===== src/hdl/icr_pkg.sv =====
package icr_pkg;

    localparam int unsigned CHUNK_STRIDE_DEF = 235;
    localparam int unsigned ADDR_BITS_DEF    = 17;
    localparam int unsigned HDR_LEN          = 15;
    localparam int unsigned OUT_ADDR_W       = 17;
    localparam int unsigned CAP_W            = 18;
    localparam logic [CAP_W-1:0] CAP_RESET   = 18'd131072;
    localparam logic [7:0]  POS_MAX          = 8'd255;
    localparam int unsigned QUEUE_DEPTH      = 4;
    localparam int unsigned TDATA_W          = 128;

    typedef enum logic [2:0] {
        ST_SHORT    = 3'd0,
        ST_OVER_CAP = 3'd1,
        ST_DROPPED  = 3'd2,
        ST_OVERFLOW = 3'd3,
        ST_STORED   = 3'd4
    } status_t;

    typedef enum logic {
        KIND_WRITE  = 1'b0,
        KIND_STATUS = 1'b1
    } kind_t;

    typedef struct packed {
        kind_t                  kind;
        logic [OUT_ADDR_W-1:0]  write_address;
        logic [7:0]             write_byte;
        status_t                status;
        logic                   new_image;
        logic [31:0]            frame_id;
        logic [15:0]            chunk_number;
        logic [31:0]            received_bytes;
        logic [15:0]            battery_mv;
        logic                   image_complete;
    } res_t;

    typedef struct packed {
        logic [1:0] count;
        res_t       first;
        res_t       second;
    } push_t;

endpackage


===== src/hdl/icr_core.sv =====
module icr_core #(
    parameter int unsigned CHUNK_STRIDE = icr_pkg::CHUNK_STRIDE_DEF,
    parameter int unsigned ADDR_BITS    = icr_pkg::ADDR_BITS_DEF
) (
    input  logic                      aclk,
    input  logic                      aresetn,
    input  logic                      in_fire,
    input  logic [7:0]                in_byte,
    input  logic                      in_last,
    input  logic [icr_pkg::CAP_W-1:0] capacity,
    output icr_pkg::push_t            push
);
    import icr_pkg::*;

    localparam int unsigned STRIDE_W = $clog2(CHUNK_STRIDE + 1);
    localparam int unsigned PROD_W   = 16 + STRIDE_W;
    localparam int unsigned END_W    = PROD_W + 1;
    localparam int unsigned MASK_W   = (ADDR_BITS < OUT_ADDR_W) ? ADDR_BITS : OUT_ADDR_W;
    localparam logic [7:0]  HDR_END  = 8'(HDR_LEN - 1);
    localparam logic [7:0]  DATA_POS = 8'(HDR_LEN);

    logic [7:0]        header_reg [HDR_LEN-1];
    logic [7:0]        pos_reg, pos_next;
    logic [31:0]       cur_image_reg, cur_image_next;
    logic [31:0]       image_size_reg, image_size_next;
    logic [31:0]       recv_count_reg, recv_count_next;
    logic              receiving_reg, receiving_next;
    logic              accepted_reg, accepted_next;
    status_t           status_reg, status_next;
    logic              started_reg, started_next;
    logic              complete_reg, complete_next;
    logic [15:0]       battery_reg, battery_next;
    logic [MASK_W-1:0] base_reg, base_next;

    logic [31:0]       id, total, size_eff, rc_base, rc_sum;
    logic [15:0]       idx, count;
    logic [7:0]        dlen, data_index;
    logic [PROD_W-1:0] prod;
    logic [END_W-1:0]  end_val;
    logic [MASK_W-1:0] addr;
    logic              is_new, over_cap, fits, done, bounds, full, write_ok;
    res_t              wr_res, st_res;

    assign id    = {header_reg[3], header_reg[2], header_reg[1], header_reg[0]};
    assign total = {header_reg[7], header_reg[6], header_reg[5], header_reg[4]};
    assign idx   = {header_reg[9], header_reg[8]};
    assign count = {header_reg[11], header_reg[10]};
    assign dlen  = header_reg[12];

    assign prod     = PROD_W'(idx) * PROD_W'(CHUNK_STRIDE);
    assign end_val  = END_W'(prod) + END_W'(dlen);
    assign is_new   = (idx == 16'd0) || (receiving_reg && (id != cur_image_reg));
    assign over_cap = total > 32'(capacity);
    assign size_eff = is_new ? total : image_size_reg;
    assign rc_base  = is_new ? 32'd0 : recv_count_reg;
    assign rc_sum   = rc_base + 32'(dlen);
    assign fits     = 32'(end_val) <= size_eff;
    assign done     = (rc_sum >= size_eff) && ((17'(idx) + 17'd1) == 17'(count));

    assign data_index = pos_reg - DATA_POS;
    assign addr       = base_reg + MASK_W'(data_index);
    assign write_ok   = (pos_reg >= DATA_POS) && (pos_reg < POS_MAX) && accepted_reg
                        && (data_index < dlen);

    always_comb begin
        pos_next        = pos_reg;
        cur_image_next  = cur_image_reg;
        image_size_next = image_size_reg;
        recv_count_next = recv_count_reg;
        receiving_next  = receiving_reg;
        accepted_next   = accepted_reg;
        status_next     = status_reg;
        started_next    = started_reg;
        complete_next   = complete_reg;
        battery_next    = battery_reg;
        base_next       = base_reg;
        bounds          = 1'b0;
        full            = pos_reg >= HDR_END;

        if (in_fire && (pos_reg == HDR_END)) begin
            if (is_new) begin
                image_size_next = total;
                if (over_cap) begin
                    receiving_next = 1'b0;
                    status_next    = ST_OVER_CAP;
                end else begin
                    cur_image_next  = id;
                    recv_count_next = 32'd0;
                    receiving_next  = 1'b1;
                    started_next    = 1'b1;
                    bounds          = 1'b1;
                end
            end else if (!receiving_reg || (id != cur_image_reg)) begin
                status_next = ST_DROPPED;
            end else begin
                bounds = 1'b1;
            end
            if (bounds) begin
                if (fits) begin
                    accepted_next   = 1'b1;
                    recv_count_next = rc_sum;
                    battery_next    = {header_reg[13], in_byte};
                    status_next     = ST_STORED;
                    base_next       = prod[MASK_W-1:0];
                    if (done) begin
                        complete_next  = 1'b1;
                        receiving_next = 1'b0;
                    end
                end else begin
                    status_next    = ST_OVERFLOW;
                    receiving_next = 1'b0;
                end
            end
        end

        wr_res               = '0;
        wr_res.kind          = KIND_WRITE;
        wr_res.status        = ST_SHORT;
        wr_res.write_address = OUT_ADDR_W'(addr);
        wr_res.write_byte    = in_byte;

        st_res                = '0;
        st_res.kind           = KIND_STATUS;
        st_res.status         = full ? status_next : ST_SHORT;
        st_res.new_image      = full && started_next;
        st_res.frame_id       = full ? id : 32'd0;
        st_res.chunk_number   = full ? idx : 16'd0;
        st_res.received_bytes = recv_count_next;
        st_res.battery_mv     = battery_next;
        st_res.image_complete = full && complete_next;

        push = '0;
        if (in_fire) begin
            if (write_ok) begin
                push.first  = wr_res;
                push.second = st_res;
                push.count  = in_last ? 2'd2 : 2'd1;
            end else begin
                push.first = st_res;
                push.count = in_last ? 2'd1 : 2'd0;
            end
            if (in_last) begin
                pos_next      = 8'd0;
                accepted_next = 1'b0;
                status_next   = ST_SHORT;
                started_next  = 1'b0;
                complete_next = 1'b0;
            end else if (pos_reg < POS_MAX) begin
                pos_next = pos_reg + 8'd1;
            end
        end
    end

    always_ff @(posedge aclk) begin
        if (in_fire && (pos_reg < HDR_END)) begin
            header_reg[pos_reg[3:0]] <= in_byte;
        end
        base_reg <= base_next;
        if (!aresetn) begin
            pos_reg        <= 8'd0;
            cur_image_reg  <= 32'd0;
            image_size_reg <= 32'd0;
            recv_count_reg <= 32'd0;
            receiving_reg  <= 1'b0;
            accepted_reg   <= 1'b0;
            status_reg     <= ST_SHORT;
            started_reg    <= 1'b0;
            complete_reg   <= 1'b0;
            battery_reg    <= 16'd0;
        end else begin
            pos_reg        <= pos_next;
            cur_image_reg  <= cur_image_next;
            image_size_reg <= image_size_next;
            recv_count_reg <= recv_count_next;
            receiving_reg  <= receiving_next;
            accepted_reg   <= accepted_next;
            status_reg     <= status_next;
            started_reg    <= started_next;
            complete_reg   <= complete_next;
            battery_reg    <= battery_next;
        end
    end

    a_last_clears: assert property (@(posedge aclk) disable iff (!aresetn)
        in_fire && in_last |=> (pos_reg == 8'd0) && !accepted_reg && !complete_reg)
        else $error("packet state not cleared after the last word");

    a_complete_stored: assert property (@(posedge aclk) disable iff (!aresetn)
        complete_reg |-> (status_reg == ST_STORED) && !receiving_reg)
        else $error("completion flagged without a stored chunk");

    a_accept_in_data: assert property (@(posedge aclk) disable iff (!aresetn)
        accepted_reg |-> (pos_reg >= DATA_POS))
        else $error("chunk accepted before the header was complete");

endmodule


===== src/hdl/icr_out_queue.sv =====
module icr_out_queue (
    input  logic           aclk,
    input  logic           aresetn,
    input  icr_pkg::push_t push,
    output logic           in_ready,
    output logic           m_valid,
    input  logic           m_ready,
    output icr_pkg::res_t  m_res
);
    import icr_pkg::*;

    localparam int unsigned PTR_W = $clog2(QUEUE_DEPTH);
    localparam int unsigned CNT_W = $clog2(QUEUE_DEPTH + 1);

    res_t             q_reg [QUEUE_DEPTH];
    logic [PTR_W-1:0] wr_ptr_reg, wr_ptr_next, rd_ptr_reg, rd_ptr_next;
    logic [CNT_W-1:0] count_reg, count_next;
    logic             pop;

    assign m_valid  = count_reg != '0;
    assign m_res    = q_reg[rd_ptr_reg];
    assign pop      = m_valid && m_ready;
    assign in_ready = count_reg <= CNT_W'(QUEUE_DEPTH - 2);

    always_comb begin
        wr_ptr_next = wr_ptr_reg + PTR_W'(push.count);
        rd_ptr_next = rd_ptr_reg + PTR_W'(pop);
        count_next  = count_reg + CNT_W'(push.count) - CNT_W'(pop);
    end

    always_ff @(posedge aclk) begin
        if (push.count != 2'd0) begin
            q_reg[wr_ptr_reg] <= push.first;
        end
        if (push.count == 2'd2) begin
            q_reg[wr_ptr_reg + PTR_W'(1)] <= push.second;
        end
        if (!aresetn) begin
            wr_ptr_reg <= '0;
            rd_ptr_reg <= '0;
            count_reg  <= '0;
        end else begin
            wr_ptr_reg <= wr_ptr_next;
            rd_ptr_reg <= rd_ptr_next;
            count_reg  <= count_next;
        end
    end

endmodule


===== src/hdl/image_chunk_reassembler.sv =====
// Image chunk reassembler: takes radio packets one byte per word on the slave stream, with
// tlast on the final byte, parses the fifteen-byte header and emits one memory-write word
// per stored data byte followed by a status word at the end of every packet, the kind being
// given in m_tuser. Input bytes are accepted at one per cycle while s_tready is high; each
// byte is handled in a single pass between the header and state registers and a four-word
// result queue, and s_tready stays high while no more than two results are queued, so the
// closing byte of a packet that also carries a data write pushes two results into the
// queue. There is no clearing pass after reset. The buffer_capacity register at address 0
// is to be written over APB only while the block is idle; the block does not enforce this.
module image_chunk_reassembler #(
    parameter int unsigned CHUNK_STRIDE = icr_pkg::CHUNK_STRIDE_DEF,
    parameter int unsigned ADDR_BITS    = icr_pkg::ADDR_BITS_DEF
) (
    input  logic                        aclk,
    input  logic                        aresetn,
    input  logic                        s_tvalid,
    output logic                        s_tready,
    input  logic [7:0]                  s_tdata,  // packet_byte
    input  logic                        s_tlast,  // last_byte
    output logic                        m_tvalid,
    input  logic                        m_tready,
    // write_address, write_byte, status, new_image, frame_id, chunk_number,
    // received_bytes, battery_mv, image_complete, zero padding
    output logic [icr_pkg::TDATA_W-1:0] m_tdata,
    output logic                        m_tuser,  // kind
    input  logic                        psel,
    input  logic                        penable,
    input  logic                        pwrite,
    input  logic [2:0]                  paddr,
    input  logic [31:0]                 pwdata,
    output logic [31:0]                 prdata,
    output logic                        pready
);
    import icr_pkg::*;

    logic [CAP_W-1:0] capacity_reg;
    logic             in_fire;
    push_t            push;
    res_t             res;

    assign pready   = 1'b1;
    assign prdata   = paddr[2] ? 32'd0 : 32'(capacity_reg);
    assign in_fire  = s_tvalid && s_tready;

    always_ff @(posedge aclk) begin
        if (!aresetn) begin
            capacity_reg <= CAP_RESET;
        end else if (psel && penable && pwrite && pready && !paddr[2]) begin
            capacity_reg <= pwdata[CAP_W-1:0];
        end
    end

    icr_core #(
        .CHUNK_STRIDE(CHUNK_STRIDE),
        .ADDR_BITS   (ADDR_BITS)
    ) u_core (
        .aclk    (aclk),
        .aresetn (aresetn),
        .in_fire (in_fire),
        .in_byte (s_tdata),
        .in_last (s_tlast),
        .capacity(capacity_reg),
        .push    (push)
    );

    icr_out_queue u_queue (
        .aclk    (aclk),
        .aresetn (aresetn),
        .push    (push),
        .in_ready(s_tready),
        .m_valid (m_tvalid),
        .m_ready (m_tready),
        .m_res   (res)
    );

    assign m_tuser = res.kind;
    assign m_tdata = {2'b00, res.image_complete, res.battery_mv, res.received_bytes,
                      res.chunk_number, res.frame_id, res.new_image, res.status,
                      res.write_byte, res.write_address};

endmodule

===== config.mk =====
export PLATFORM = sky130hd
export DESIGN_NAME = image_chunk_reassembler
export DESIGN_NICKNAME = d
export VERILOG_FILES = /design/src/hdl/icr_pkg.sv /design/src/hdl/icr_core.sv /design/src/hdl/icr_out_queue.sv /design/src/hdl/image_chunk_reassembler.sv
export SDC_FILE = /design/constraint.sdc
export NUM_CORES = 2
export LEC_CHECK = 0
export BUFFER_PORTS_ARGS = -buffer_cell sky130_fd_sc_hd__buf_2
export CELL_PAD_IN_SITES_DETAIL_PLACEMENT = 0
export CELL_PAD_IN_SITES_GLOBAL_PLACEMENT = 1
export CORE_AREA = 4 4 285 287
export CTS_CLUSTER_DIAMETER = 30
export CTS_CLUSTER_SIZE = 8
export DETAILED_ROUTE_END_ITERATION = 10
export DIE_AREA = 0 0 289 291
export GPL_TIMING_DRIVEN = 1
export HOLD_SLACK_MARGIN = 0.02
export PLACE_DENSITY = 0.9
export SLEW_MARGIN = 20
export SYNTH_ARGS = -nofsm -noshare
export SYNTH_HDL_FRONTEND = slang
export SYNTH_SLANG_ARGS = --single-unit

===== constraint.sdc =====
create_clock -name aclk -period 10.5 [get_ports aclk]
set_input_delay 0.525 -clock aclk [delete_from_list [all_inputs] [get_ports aclk]]
set_output_delay 0.525 -clock aclk [all_outputs]
set_load 0.005 [all_outputs]

==> impl.org <==
** Critical path
- Worst reg2reg endpoint :: u_queue.q_reg[1][22]$_DFFE_PP_
- Capturing element type of the critical path :: flop
- In this run the critical register-to-register path is launched from u_core.header_reg[8][2]$_DFFE_PP_.
- Data arrival, critical path :: 9.21 ns
- Data on the critical path is required at its endpoint by roughly 11 ns.
- Depth of the worst register-to-register path :: 27
- Dominant delay contributor by cell family on the critical path :: adder cells
- Crit path max fanout :: 38
- Setup slack on the worst reg-to-reg path comes out at between 1.5 and 2 ns.
- Library cell contributing the largest single delay on the critical path :: a22oi_1
- The worst setup path is launched from a flop.
- Counting both buffers and inverters, the worst setup path holds a total of 5.
- Delay of the slowest cell on the worst path :: between 0.7 and 0.8 ns
- The worst setup path is of the reg -> reg kind.

** Detailed routing
- The detail route stage leaves a number of antenna-violating nets equal to 0.
- After detailed routing, the number of remaining DRC violations is 0.
- For this block, the via count after detailed routing is between 20000 and 30000.
- Detailed-route wire length per cell :: about 22 µm
- The first detailed-routing pass took 5 iterations.
- Violation count after the first detailed-route iteration :: between 2000 and 2500
- For this block, the routed nets add up to just over 100000 µm of wire.
- Dividing the detail-routed via count by the number of cells gives 5.73.

** STA
- The worst pin sits at a relative slew slack of about a third.
- Tmin final :: between 8 and 9 ns
- Setup violations remaining at the end of the flow were counted as 0.
- The number of pins exceeding their max-slew limit in the final report is 0.
- The final number of hold-violating endpoints came to 0.
- Slew of the pin with the lowest slew margin :: a little over 1 ns
- The worst path uses a little over four fifths of the clock period.
- Total negative setup slack :: 0 ns
- F_max :: 114 MHz
- Post-Route Skew :: ~0.031 ns
- On the final layout, the worst hold slack is about 0.06 ns.
- Post-route worst setup slack :: between 1.5 and 2 ns
- Setup repair after global routing missed its margin :: no

** Die
- The die is roughly 290 µm tall.
- Core area :: between 70000 and 80000 µm²
- 215 I/O pins were placed.
- Starting density of the core :: a little under 50%
- Overall die area :: about 84000 µm²
- Placement Rows :: between 100 and 150
- The floorplan step set the die width to roughly 290 µm.

** Logic synthesis
- Number of flip-flops and latches in the synthesized netlist :: roughly 790
- Post-synth EDFFs :: ~540
- Count of unique library cells instantiated by Yosys :: 94
- Synthesized-area fraction occupied by ao, oa, aoi and oai cells :: roughly 7.8%
- In this run the mean area of a mapped cell was ~12 µm².
- The cell area that synthesis handed to floorplanning was 39000 µm².
- Combinational family with the most area after synthesis :: simple AND/OR/NAND/NOR gates
- Counting every instance in the synthesized netlist gives 3207.
- Count of warnings emitted by yosys :: 0
- In the synthesized netlist the dominant register cell turns out to be edfxtp_1.
- Share of synthesized cell area in full adder, half adder and majority cells :: ~8.7%
- Proportion of synthesized area in mux cells :: under 10%
- Simple-gate portion of the synthesized area :: ~12%
- The biggest area contributor in the post-synthesis netlist is edfxtp_1.
- In the synthesized netlist the async set-or-reset flop fraction comes to 0%.
- Ranked by total cell area, the synthesized netlist is headed by edfxtp_1 (41%), dfxtp_1 (13%), mux4_2 (7.3%).
- The share of synthesized area in the top cell type comes to around 41%.
- Of the total synthesized cell area, the portion taken by XOR and XNOR cells is 3.39%.
- Sequential-to-total area share from yosys stat :: approximately 54%

** Clock tree
- Worst skew pair latency :: roughly 0.73 ns
- CTS Sinks :: ~800
- TritonCTS built the clock tree.
- Hold bufs inserted after CTS :: 9
- The H-tree was split into 4 levels.
- Once the clock tree was built, the resizer swapped 0 gates to a different size.
- Buffer cell driving the clock tree root :: clkbuf_16
- Clock transition at the registers of the reported paths :: 0.05 ns
- The clock passes through at most 3 buffers.
- Post-CTS timing repair inserted 0 buffers for setup.
- Cts bufs inserted :: 150

** Global routing
- In the global route stage, overall resource usage came out at about 24%.
- The number of antenna violations at the first check in global routing came to 5.
- The first global-routing pass estimated between 150000 and 200000 µm of wire.
- Number of global-route vias before repair :: between 20000 and 30000
- Largest net degree at the start of global routing :: 73
- After global routing the overflow that remains totals 0.

** Min path
- The worst hold path begins at pwdata[14].
- Instance count along the most critical hold path :: 3
- The tightest min-delay check is of the in -> reg type.
- Min-Delay Endpoint :: capacity_reg[14]$_SDFFE_PN0P_

** Final layout
- Cells fill between 50% and 60% of the core in the end.
- After the last flow step, the layout net total stands at between 3000 and 4000.
- The register with the most flip-flops in the layout has approximately 510 of them.
- Leaving out filler cells and counting taps, the final layout contains ~4600.
- Final instance area :: roughly 46000 µm²
- Ratio of cells with drive above 1 in the final layout :: a little under a fifth
- Syn-to-layout area delta :: 18.3%

** Run
- Max-Cap Viols :: 0

** Placement
- DP HPWL :: approximately 66000 µm
- After detailed placement, the design holds a cell count of ~4300.
- Summing all placed instances gives a cell area of roughly 40000 µm².
- Input/output buffers :: around 180
- Prior to clock tree synthesis, the placed netlist has a worst setup slack of 1.88 ns.
- Gp weighted congestion :: slightly above 0.9

** Power
- Summed over all cells, the static leakage comes to around 17 nW.
- Power spread over the standard cell area amounts to about 200 nW/µm².
- VDD IR max :: 0.000130 V
- Power comes to between 9 and 10 mW.

** Outcome
- Result of the run :: finished, final reports clean
## where the power goes
group	internal, mW	total (mW)	switching, mW
logic	0.421	0.926	0.505
registers	3.40	3.48	0.0778
clock network	3.14	4.77	1.62
## worst min-delay path, stage by stage
cell,delay (ns)
buf_2,0.10
nand2_1,0.04
a21boi_0,0.06
## cells in the mapped netlist (all sizes together), types with 68 or more instances
master / instances
edfxtp: 537
nor2: 507
dfxtp: 252
nand2: 230
ha: 182
inv: 166
mux4: 127
xnor2: 116
buf: 98
nor2b: 88
mux2i: 82
clkbuf: 80
o21ai: 79
a22o: 68
## cell usage in the layout, fill, tap and decap left out, types with 37 or more instances in the layout
master     Yosys  layout
nand4_1       39      39
buf_4         24      50
ha_1         182     182
fa_1          56      56
o21ai_0       73      73
mux4_2       127     127
nor2b_1       88      88
nand2_1      230     228
buf_2         44     180
nand3_1       37      37
nor2_1       507     506
inv_1        165     161
edfxtp_1     537     537
a21oi_1       58      58
mux2i_1       82      82
dfxtp_1      252     250
a22o_1        68      68
clkbuf_1      79      38
xnor2_1      114     114
clkbuf_16      0     154
## layout make-up
class / instances / area, µm²
Timing Repair Buffer: 239 / 1370
Fill cell: 6126 / 32500
Antenna cell: 1 / 2.50
Clock inverter: 66 / 878
Clock buffer: 211 / 4260
Inverter: 166 / 633
Tap cell: 1050 / 1310
Multi-Input combinational cell: 2089 / 16400
Sequential cell: 789 / 21200
## metal layers
| layer | GRT usage [%] | share of wire [%] | vias up |
|---|---|---|---|
| li1 | - | - | 12000 |
| met1 | 32.2 | 40 | 13000 |
| met2 | 39.5 | 48 | 1124 |
| met3 | 5.34 | 8.0 | 217 |
| met4 | 9.60 | 3.8 | 2 |
| met5 | 0 | 0.013 | - |
## cell families after synthesis
| logic type | count (synthesis) |
|---|---|
| adders and majority gates | 238 |
| buffers and inverters | 344 |
| xor gates and xnor gates | 147 |
| AOI/OAI and AO/OA | 408 |
| and+or+nand+nor | 1068 |
| other | 2 |
| muxes | 211 |
| DFF | 789 |
## worst max-delay path by stage
stage | start | end | depth (start not counted)
6_report | u_core.header_reg[8][2]$_DFFE_PP_ | u_queue.q_reg[1][22]$_DFFE_PP_ | 27
3_3_place_gp | u_core.header_reg[8][0]$_DFFE_PP_ | u_queue.q_reg[3][22]$_DFFE_PP_ | 27
3_5_place_dp | u_core.header_reg[8][0]$_DFFE_PP_ | u_queue.q_reg[1][22]$_DFFE_PP_ | 25
2_1_floorplan | u_core.header_reg[9][0]$_DFFE_PP_ | u_queue.q_reg[1][47]$_DFFE_PP_ | 31
4_1_cts | u_core.header_reg[8][2]$_DFFE_PP_ | u_queue.q_reg[1][22]$_DFFE_PP_ | 27
5_1_grt | u_core.header_reg[8][5]$_DFFE_PP_ | u_queue.q_reg[1][23]$_DFFE_PP_ | 29
Power figures use the tool's default switching activity.
